`config.mk`:
```
export PLATFORM = sky130hd
export DESIGN_NAME = point_list_engine_unit
export DESIGN_NICKNAME = d
export VERILOG_FILES = /design/src/hw/rtl/ple_pkg.sv /design/src/hw/rtl/ple_store.sv /design/src/hw/rtl/ple_ctrl.sv /design/src/hw/rtl/point_list_engine_unit.sv
export SDC_FILE = /design/constraint.sdc
export NUM_CORES = 2
export LEC_CHECK = 0
export ABC_CLOCK_PERIOD_IN_PS = 4600
export BUFFER_PORTS_ARGS = -buffer_cell sky130_fd_sc_hd__clkbuf_2
export CAP_MARGIN = 20
export CELL_PAD_IN_SITES_DETAIL_PLACEMENT = 0
export CELL_PAD_IN_SITES_GLOBAL_PLACEMENT = 1
export CORE_MARGIN = 2
export CORE_UTILIZATION = 48
export DETAILED_ROUTE_END_ITERATION = 6
export PLACE_DENSITY_LB_ADDON = 0.1
export SYNTH_ARGS = -nofsm -noshare
export SYNTH_HDL_FRONTEND = slang
export SYNTH_SLANG_ARGS = --single-unit
```
`constraint.sdc`:
```
create_clock -name clk_i -period 4.6 [get_ports clk_i]
set_input_delay 0.92 -clock clk_i [delete_from_list [all_inputs] [get_ports clk_i]]
set_output_delay 0.92 -clock clk_i [all_outputs]
set_load 0.05 [all_outputs]
```
`src/hw/rtl/ple_pkg.sv`:
```
package ple_pkg;

  localparam int unsigned OPCODE_W = 3;
  localparam int unsigned POS_W    = 10;
  localparam int unsigned FIELD_W  = 16;
  localparam int unsigned STATUS_W = 2;
  localparam int unsigned COUNT_W  = 11;

  typedef enum logic [OPCODE_W-1:0] {
    OP_APPEND = 3'd0,
    OP_INSERT = 3'd1,
    OP_REMOVE = 3'd2,
    OP_READ   = 3'd3,
    OP_CLEAR  = 3'd4
  } ple_op_e;

  typedef enum logic [STATUS_W-1:0] {
    STATUS_DONE  = 2'd0,
    STATUS_RANGE = 2'd1,
    STATUS_FULL  = 2'd2
  } ple_status_e;

  typedef enum logic [2:0] {
    ST_IDLE,
    ST_SHIFT_RD,
    ST_SHIFT_WR,
    ST_PUT,
    ST_RESP
  } ple_state_e;

  typedef struct packed {
    logic [OPCODE_W-1:0]       opcode;
    logic [POS_W-1:0]          position;
    logic signed [FIELD_W-1:0] point_x;
    logic signed [FIELD_W-1:0] point_y;
  } ple_in_t;

  typedef struct packed {
    logic [STATUS_W-1:0]       status;
    logic [COUNT_W-1:0]        entry_count;
    logic                      found;
    logic signed [FIELD_W-1:0] read_x;
    logic signed [FIELD_W-1:0] read_y;
  } ple_out_t;

  typedef struct packed {
    logic wr_en;
    logic rd_en;
  } ple_mem_ctl_t;

endpackage

```
`src/hw/rtl/ple_store.sv`:
```
module ple_store #(
  parameter int unsigned CAPACITY   = 64,
  parameter int unsigned COORD_BITS = 16
) (
  input  logic                         clk_i,
  input  ple_pkg::ple_mem_ctl_t        mem_ctl_i,
  input  logic [$clog2(CAPACITY)-1:0]  wr_addr_i,
  input  logic [2*COORD_BITS-1:0]      wr_data_i,
  input  logic [$clog2(CAPACITY)-1:0]  rd_addr_i,
  output logic [2*COORD_BITS-1:0]      rd_data_o
);
  import ple_pkg::*;

  logic [2*COORD_BITS-1:0] mem_q [CAPACITY];
  logic [2*COORD_BITS-1:0] rd_data_q;

  always_ff @(posedge clk_i) begin
    if (mem_ctl_i.wr_en) begin
      mem_q[wr_addr_i] <= wr_data_i;
    end
  end

  // The read word holds until the next read, so the controller can use it late.
  always_ff @(posedge clk_i) begin
    if (mem_ctl_i.rd_en) begin
      rd_data_q <= mem_q[rd_addr_i];
    end
  end

  assign rd_data_o = rd_data_q;

endmodule

```
`src/hw/rtl/ple_ctrl.sv`:
```
module ple_ctrl #(
  parameter int unsigned CAPACITY   = 64,
  parameter int unsigned COORD_BITS = 16
) (
  input  logic                         clk_i,
  input  logic                         rst_ni,
  input  logic                         in_valid_i,
  output logic                         in_stall_o,
  input  ple_pkg::ple_in_t             in_word_i,
  input  logic                         out_free_i,
  output logic                         resp_valid_o,
  output ple_pkg::ple_out_t            resp_o,
  output ple_pkg::ple_mem_ctl_t        mem_ctl_o,
  output logic [$clog2(CAPACITY)-1:0]  wr_addr_o,
  output logic [2*COORD_BITS-1:0]      wr_data_o,
  output logic [$clog2(CAPACITY)-1:0]  rd_addr_o,
  input  logic [2*COORD_BITS-1:0]      rd_data_i
);
  import ple_pkg::*;

  localparam int unsigned AW = $clog2(CAPACITY);
  localparam int unsigned CW = $clog2(CAPACITY + 1);
  localparam int unsigned DW = 2 * COORD_BITS;

  ple_state_e        state_q, state_d;
  logic [CW-1:0]     count_q, count_d;
  logic [CW-1:0]     idx_q, idx_d;
  logic [1:0]        status_q, status_d;
  logic              found_q, found_d;
  logic              insert_q;
  logic [POS_W-1:0]  pos_q;
  logic [FIELD_W-1:0] px_q, py_q;
  logic              load;

  logic [CW-1:0]      neighbor;
  logic [COUNT_W-1:0] count_w;
  logic [COUNT_W-1:0] pos_w;
  logic [COUNT_W-1:0] neighbor_w;
  logic [COUNT_W-1:0] pos_q_w;
  logic [DW-1:0]      put_word;

  // Shared index unit: insert walks down from the end, remove walks up.
  assign neighbor   = insert_q ? idx_q - CW'(1) : idx_q + CW'(1);
  assign count_w    = COUNT_W'(count_q);
  assign pos_w      = COUNT_W'(in_word_i.position);
  assign pos_q_w    = COUNT_W'(pos_q);
  assign neighbor_w = COUNT_W'(neighbor);
  assign put_word   = {COORD_BITS'(px_q), COORD_BITS'(py_q)};
  assign in_stall_o = (state_q != ST_IDLE);

  always_ff @(posedge clk_i or negedge rst_ni) begin
    if (!rst_ni) begin
      state_q  <= ST_IDLE;
      count_q  <= '0;
    end else begin
      state_q  <= state_d;
      count_q  <= count_d;
    end
  end

  always_ff @(posedge clk_i) begin
    idx_q    <= idx_d;
    status_q <= status_d;
    found_q  <= found_d;
    if (load) begin
      insert_q <= (in_word_i.opcode == OP_INSERT);
      pos_q    <= in_word_i.position;
      px_q     <= in_word_i.point_x;
      py_q     <= in_word_i.point_y;
    end
  end

  always_comb begin
    state_d      = state_q;
    count_d      = count_q;
    idx_d        = idx_q;
    status_d     = status_q;
    found_d      = found_q;
    load         = 1'b0;
    resp_valid_o = 1'b0;
    mem_ctl_o    = '0;
    wr_addr_o    = idx_q[AW-1:0];
    wr_data_o    = put_word;
    rd_addr_o    = neighbor[AW-1:0];

    case (state_q)
      ST_IDLE: begin
        if (in_valid_i) begin
          load     = 1'b1;
          found_d  = 1'b0;
          status_d = STATUS_DONE;
          state_d  = ST_RESP;
          case (in_word_i.opcode)
            OP_APPEND: begin
              if (count_q == CW'(CAPACITY)) begin
                status_d = STATUS_FULL;
              end else begin
                idx_d   = count_q;
                state_d = ST_PUT;
              end
            end
            OP_INSERT: begin
              if (pos_w > count_w) begin
                status_d = STATUS_RANGE;
              end else if (count_q == CW'(CAPACITY)) begin
                status_d = STATUS_FULL;
              end else begin
                idx_d   = count_q;
                state_d = (count_w > pos_w) ? ST_SHIFT_RD : ST_PUT;
              end
            end
            OP_REMOVE: begin
              if (pos_w >= count_w) begin
                status_d = STATUS_RANGE;
              end else if (pos_w + COUNT_W'(1) < count_w) begin
                idx_d   = CW'(in_word_i.position);
                state_d = ST_SHIFT_RD;
              end else begin
                count_d = count_q - CW'(1);
              end
            end
            OP_READ: begin
              if (pos_w >= count_w) begin
                status_d = STATUS_RANGE;
              end else begin
                found_d         = 1'b1;
                mem_ctl_o.rd_en = 1'b1;
                rd_addr_o       = in_word_i.position[AW-1:0];
              end
            end
            OP_CLEAR: begin
              count_d = '0;
            end
            default: begin
              status_d = STATUS_DONE;
            end
          endcase
        end
      end
      ST_SHIFT_RD: begin
        mem_ctl_o.rd_en = 1'b1;
        state_d         = ST_SHIFT_WR;
      end
      ST_SHIFT_WR: begin
        mem_ctl_o.wr_en = 1'b1;
        wr_data_o       = rd_data_i;
        idx_d           = neighbor;
        if (insert_q) begin
          state_d = (neighbor_w > pos_q_w) ? ST_SHIFT_RD : ST_PUT;
        end else if (neighbor_w + COUNT_W'(1) < count_w) begin
          state_d = ST_SHIFT_RD;
        end else begin
          count_d = count_q - CW'(1);
          state_d = ST_RESP;
        end
      end
      ST_PUT: begin
        mem_ctl_o.wr_en = 1'b1;
        count_d         = count_q + CW'(1);
        state_d         = ST_RESP;
      end
      ST_RESP: begin
        if (out_free_i) begin
          resp_valid_o = 1'b1;
          state_d      = ST_IDLE;
        end
      end
      default: begin
        state_d = ST_IDLE;
      end
    endcase
  end

  always_comb begin
    resp_o.status      = status_q;
    resp_o.entry_count = count_w;
    resp_o.found       = found_q;
    resp_o.read_x      = found_q ? FIELD_W'(rd_data_i[DW-1:COORD_BITS]) : '0;
    resp_o.read_y      = found_q ? FIELD_W'(rd_data_i[COORD_BITS-1:0]) : '0;
  end

endmodule

```
`src/hw/rtl/point_list_engine_unit.sv`:
```
// Ordered list of up to CAPACITY points with append, insert, remove, read and
// clear. One word enters on the input channel (in_valid_i / in_stall_o) and
// exactly one result word leaves on the output channel (out_valid_o /
// out_stall_i). A word moves at a clock edge where valid is high and stall is
// low.
// The block works on one word at a time; in_stall_o stays high from the
// accepting edge until the result has been handed to the output register.
// With n the count and p the position: read, clear, rejected words and unused
// opcodes go straight to the result; append writes the point; insert moves
// entries p to n-1 up one place, last first, then writes the point; remove
// moves the entries above p down one place. The next word can be taken in the
// cycle after the result is registered. Each moved entry takes one read and
// one write of the point memory through the shared index stepper.
// The output register lets a new word be taken while a result still waits.
// If the receiver stalls, the result holds on out_word_o and a finished
// word waits inside the block until the register frees.
// Reset empties the list and clears out_valid_o; the point memory is not
// cleared, since only positions below the count are ever read.
module point_list_engine_unit #(
  parameter int unsigned CAPACITY   = 64,
  parameter int unsigned COORD_BITS = 16
) (
  input  logic              clk_i,
  input  logic              rst_ni,
  input  logic              in_valid_i,
  output logic              in_stall_o,
  input  ple_pkg::ple_in_t  in_word_i,
  output logic              out_valid_o,
  input  logic              out_stall_i,
  output ple_pkg::ple_out_t out_word_o
);
  import ple_pkg::*;

  localparam int unsigned AW = $clog2(CAPACITY);
  localparam int unsigned DW = 2 * COORD_BITS;

  ple_mem_ctl_t mem_ctl;
  logic [AW-1:0] wr_addr;
  logic [AW-1:0] rd_addr;
  logic [DW-1:0] wr_data;
  logic [DW-1:0] rd_data;
  logic          resp_valid;
  ple_out_t      resp;
  logic          out_free;
  logic          out_valid_q;
  ple_out_t      out_word_q;

  assign out_free = !out_valid_q || !out_stall_i;

  ple_ctrl #(
    .CAPACITY  (CAPACITY),
    .COORD_BITS(COORD_BITS)
  ) u_ctrl (
    .clk_i       (clk_i),
    .rst_ni      (rst_ni),
    .in_valid_i  (in_valid_i),
    .in_stall_o  (in_stall_o),
    .in_word_i   (in_word_i),
    .out_free_i  (out_free),
    .resp_valid_o(resp_valid),
    .resp_o      (resp),
    .mem_ctl_o   (mem_ctl),
    .wr_addr_o   (wr_addr),
    .wr_data_o   (wr_data),
    .rd_addr_o   (rd_addr),
    .rd_data_i   (rd_data)
  );

  ple_store #(
    .CAPACITY  (CAPACITY),
    .COORD_BITS(COORD_BITS)
  ) u_store (
    .clk_i    (clk_i),
    .mem_ctl_i(mem_ctl),
    .wr_addr_i(wr_addr),
    .wr_data_i(wr_data),
    .rd_addr_i(rd_addr),
    .rd_data_o(rd_data)
  );

  always_ff @(posedge clk_i or negedge rst_ni) begin
    if (!rst_ni) begin
      out_valid_q <= 1'b0;
    end else if (resp_valid) begin
      out_valid_q <= 1'b1;
    end else if (!out_stall_i) begin
      out_valid_q <= 1'b0;
    end
  end

  always_ff @(posedge clk_i) begin
    if (resp_valid) begin
      out_word_q <= resp;
    end
  end

  assign out_valid_o = out_valid_q;
  assign out_word_o  = out_word_q;

  // The count reported never goes past the list size.
  a_count_bound: assert property (@(posedge clk_i) disable iff (!rst_ni)
    out_valid_o |-> (out_word_o.entry_count <= COUNT_W'(CAPACITY)))
    else $error("entry count beyond capacity");

  // A read that hits always reports success.
  a_found_done: assert property (@(posedge clk_i) disable iff (!rst_ni)
    (out_valid_o && out_word_o.found) |-> (out_word_o.status == STATUS_DONE))
    else $error("found set with failing status");

  // Point fields are zero unless a read hit.
  a_point_zero: assert property (@(posedge clk_i) disable iff (!rst_ni)
    (out_valid_o && !out_word_o.found) |->
      (out_word_o.read_x == '0 && out_word_o.read_y == '0))
    else $error("point fields set without a hit");

  // Once a word is taken the block is busy in the following cycle.
  a_busy_after_accept: assert property (@(posedge clk_i) disable iff (!rst_ni)
    (in_valid_i && !in_stall_o) |=> in_stall_o)
    else $error("input taken twice in a row");

endmodule
```
==> results.rst <==
.. list-table::
   :header-rows: 1

   * - Metric
     - Value
   * - Violations in the final reports
     - DRC
   * - Final sum of negative setup slack
     - 0 ns
   * - Estimated wirelength of the detail-placed design
     - 177 mm
   * - Period minus WS final
     - 4.49 ns
   * - Vias in the first global route
     - 54400
   * - DRC violations left
     - 2
   * - Maximum number of buffers from clock root to sink
     - 3
   * - Deepest level of the CTS H-tree
     - 4
   * - Largest area contributor in the netlist
     - edfxtp_1
   * - Syn Std Cell Area
     - 87700 µm²
   * - Worst hold path type
     - input pin to register
   * - Max Freq
     - 223 MHz
   * - Kind of end point of the critical path
     - register
   * - Leakage power summed over all cells
     - 36.4 nW
   * - Core box area
     - 181000 µm²
   * - Internal
     - 0.0445 W
   * - Transition time at the pin with the least slew margin
     - 1.15 ns
   * - Number of nets in the layout
     - 6905
   * - Worst-case headroom to the max-slew limit
     - 0.230
   * - CP startpoint kind
     - register
   * - CTS clock-pin slew for the worst setup and hold paths
     - 0.06 ns
   * - Reported net switching power
     - 0.0263 W
   * - Antenna violations before repair
     - 13
   * - Area taken by flip-flops and latches
     - 65600 µm²
   * - Yosys warning total
     - 0
   * - Unrepaired setup endpoints after global routing
     - no
   * - Relative contribution of the clock network to total power
     - 0.254
   * - Clock tree from TritonCTS
     - built
   * - Kind of critical path
     - register to register
   * - Die span in x
     - 431 µm
   * - Met2 layer wire length in the routed design
     - 127 mm
   * - Chip Height
     - 431 µm
   * - Switching Share
     - 0.372
   * - Fill cell total of the finished layout
     - 14300
   * - Clock latency at the later pin of the worst-skew pair
     - 0.87 ns
   * - Worst path required time
     - 5.17 ns
   * - Arrival @ worst endpoint
     - 5.06 ns
   * - Post-detailed-route wirelength per cell
     - 30.1 µm
   * - Flop and latch count out of synthesis
     - 2186
   * - Fin. Hold Viols
     - 0
   * - TritonRoute pass-1 iters
     - 7
   * - Final worst-path cycle share
     - 0.976
   * - Fraction of final layout cells sized beyond drive strength 1
     - 0.193
   * - Post-route ant nets
     - 0
   * - Share of async-settable or async-resettable flops after synthesis
     - 0.00503
   * - Via count of the routed design
     - 57500
   * - Area taken by multi-input logic gates
     - 20700 µm²
   * - TritonCTS buffer count
     - 225
   * - Combinational cell fraction of total power
     - 0.403
   * - DR iter-0 viols
     - 6915
   * - Hold slack
     - 0.238 ns
   * - Overall fraction of global-route tracks in use
     - 0.300
   * - DR vias/cell
     - 6.13
   * - Top area cells in the synthesized netlist
     - edfxtp_1, nand2_1, mux2i_1
   * - Max_cap viols
     - 0
   * - Final setup violation count
     - 0
   * - Commonest cells post-synth
     - edfxtp_1, nand2_1, a21oi_1
   * - Signed area change from the synthesized netlist to the final layout
     - 19.1%
   * - Top fanout value on the critical path
     - 35
   * - Met3 layer wire length in the routed design
     - 25.3 mm
   * - Detailed-route wire length on metal 1
     - 123 mm
   * - Share of the yosys chip area belonging to registers
     - 0.748
   * - Root cell of the clock tree
     - clkbuf_16
   * - Maximum number of pins on one net before global-route repair
     - 65
   * - Run status
     - finished, violations left
   * - Mapped Cells
     - 6146
   * - Buffers added on ports
     - 92
   * - Routability-driven placement congestion ratio
     - 0.876
   * - Wire length of the first global-routing pass
     - 401 mm
   * - Global-route congestion overflow total
     - 0
   * - Most used standard cell by instance count after synthesis
     - edfxtp_1
   * - I/O pin total
     - 97
   * - Sequential Power Share
     - 0.343
   * - Total length of routed wires
     - 282 mm
   * - Number of enable-type register cells in the synthesized netlist
     - 2175
   * - Final worst clock skew
     - 0.0256 ns
   * - Initial core utilization
     - 0.484
   * - # clock sinks
     - 2186
   * - Mean area per synthesized cell
     - 14.3 µm²
   * - Area share of the leading cell type in the synthesized netlist
     - 0.745
   * - Most used DFF post-synth
     - edfxtp_1
   * - Number of max-slew violations in the final report
     - 0
   * - Total Die Area
     - 186000 µm²
   * - Count of distinct cell types in the synthesized netlist
     - 73
   * - IR drop worst, VDD
     - 409 µV
   * - Power density cells
     - 678 nW/µm²
   * - Site row count
     - 156
   * - Top layer in use
     - met5
[per-layer routing]
layer	GRT usage	vias up
met5	0	-
met3	0.0486	418
met1	0.452	29400
met2	0.455	2697
li1	-	24900
met4	0.0772	2
[kinds of logic after synthesis]
family | after synthesis | synth area share
buffers and inverters | 449 | 0.0238
xor gates and xnor gates | 17 | 0.00170
other | 1 | 0.0000428
muxes | 235 | 0.0275
DFF | 2186 | 0.748
adders and majority gates | 38 | 0.00551
and+or+nand+nor | 2079 | 0.104
AOI/OAI and AO/OA | 1141 | 0.0890
[repair_timing]
action / 4_1_cts / 5_1_grt
hold endpoints to repair: 11 / 0
setup buffers: 0 / 2
endpoints found under the setup margin: 0 / 12
resized for setup: 0 / 8
hold buffers: 1 / 0
[layout by cell type (no fill, tap or decap), drive strengths merged, types with 14 or more instances in the layout]
| master | instances |
|---|---|
| a211o | 14 |
| a211oi | 203 |
| a21oi | 321 |
| a311oi | 149 |
| a31o | 15 |
| a31oi | 116 |
| and2 | 38 |
| and3 | 231 |
| buf | 775 |
| bufinv | 21 |
| clkbuf | 369 |
| clkinv | 102 |
| edfxtp | 2175 |
| ha | 37 |
| inv | 32 |
| mux2 | 44 |
| mux2i | 191 |
| nand2 | 1352 |
| nand3 | 164 |
| nand4 | 30 |
| nor2 | 102 |
| nor3 | 61 |
| nor4 | 54 |
| o2111ai | 20 |
| o211a | 14 |
| o21ai | 92 |
| o221ai | 28 |
| o22ai | 64 |
| o32ai | 15 |
| or3 | 21 |
[through the flow]
step / cells / worst slack, ns / cell area, µm² / utilization / power, W
2_1_floorplan: 6149 / -0.319 / 87800 / - / 0.0376
3_3_place_gp: 8953 / -0.463 / 97000 / 0.536 / 0.0524
3_5_place_dp: 8955 / -0.402 / 97100 / 0.536 / 0.0526
4_1_cts: 9372 / 0.0368 / 104000 / 0.576 / 0.0705
5_1_grt: 9378 / 0.0295 / 104000 / 0.576 / 0.0732
6_report: 9380 / 0.113 / 104000 / 0.576 / 0.0708
[power by group through the flow]
stage          clock, W  combinational, W  sequential [W]
2_1_floorplan         0            0.0126          0.0250
3_3_place_gp          0            0.0277          0.0247
3_5_place_dp          0            0.0279          0.0247
4_1_cts          0.0182            0.0280          0.0243
5_1_grt          0.0189            0.0299          0.0243
6_report         0.0180            0.0286          0.0243
[final timing paths]
| kind | from | to | slack (ns) | depth (start not counted) |
|---|---|---|---|---|
| worst max-delay path | u_ctrl.count_q[5] | u_store.rd_data_o[18] | 0.11 | 15 |
| max in group asynchronous | rst_ni | u_ctrl.count_q[2] | 3.86 | 2 |
| min in group asynchronous | rst_ni | u_ctrl.state_q[1] | 0.48 | 2 |
| worst min register to register | u_ctrl.status_q[1] | out_word_o[45] | 0.43 | 0 |
| worst max register to register | u_ctrl.count_q[5] | u_store.rd_data_o[18] | 0.11 | 15 |
| worst min-delay path | in_word_i[18] | u_ctrl.px_q[2] | 0.24 | 1 |
[cell type report]
cell class,instances,share of cell area
Clock buffer,277,0.0564
Clock inverter,139,0.0124
Tap cell,2370,0.0284
Multi-Input combinational cell,3514,0.199
Inverter,23,0.000827
Antenna cell,3,0.0000719
Sequential cell,2186,0.628
Timing Repair Buffer,868,0.0752
[critical path: stages, from the launching register on]
cell	delay [ns]
dfrtp_1	0.44
inv_1	0.16
ha_1	0.35
a21oi_1	0.16
o21a_1	0.21
o221a_2	0.25
buf_4	0.18
nand3_4	0.26
buf_12	0.30
buf_4	0.25
and3_1	0.21
a211oi_1	0.28
a31oi_1	0.07
a211o_1	0.32
o32ai_1	0.55
a311oi_1	0.13
[registers in the layout, indices dropped and copies added, names as in the netlist]
signal / count
u_ctrl.insert_q: 1
u_ctrl.pos_q: 10
u_ctrl.found_q: 1
u_store.rd_data_o: 32
out_valid_o: 1
out_word_o: 42
u_ctrl.px_q: 16
u_ctrl.state_q: 3
u_ctrl.count_q: 7
u_store.mem_q: 2048
u_ctrl.idx_q: 7
u_ctrl.status_q: 2
u_ctrl.py_q: 16
Note: power is estimated with default switching activity, not from simulation.
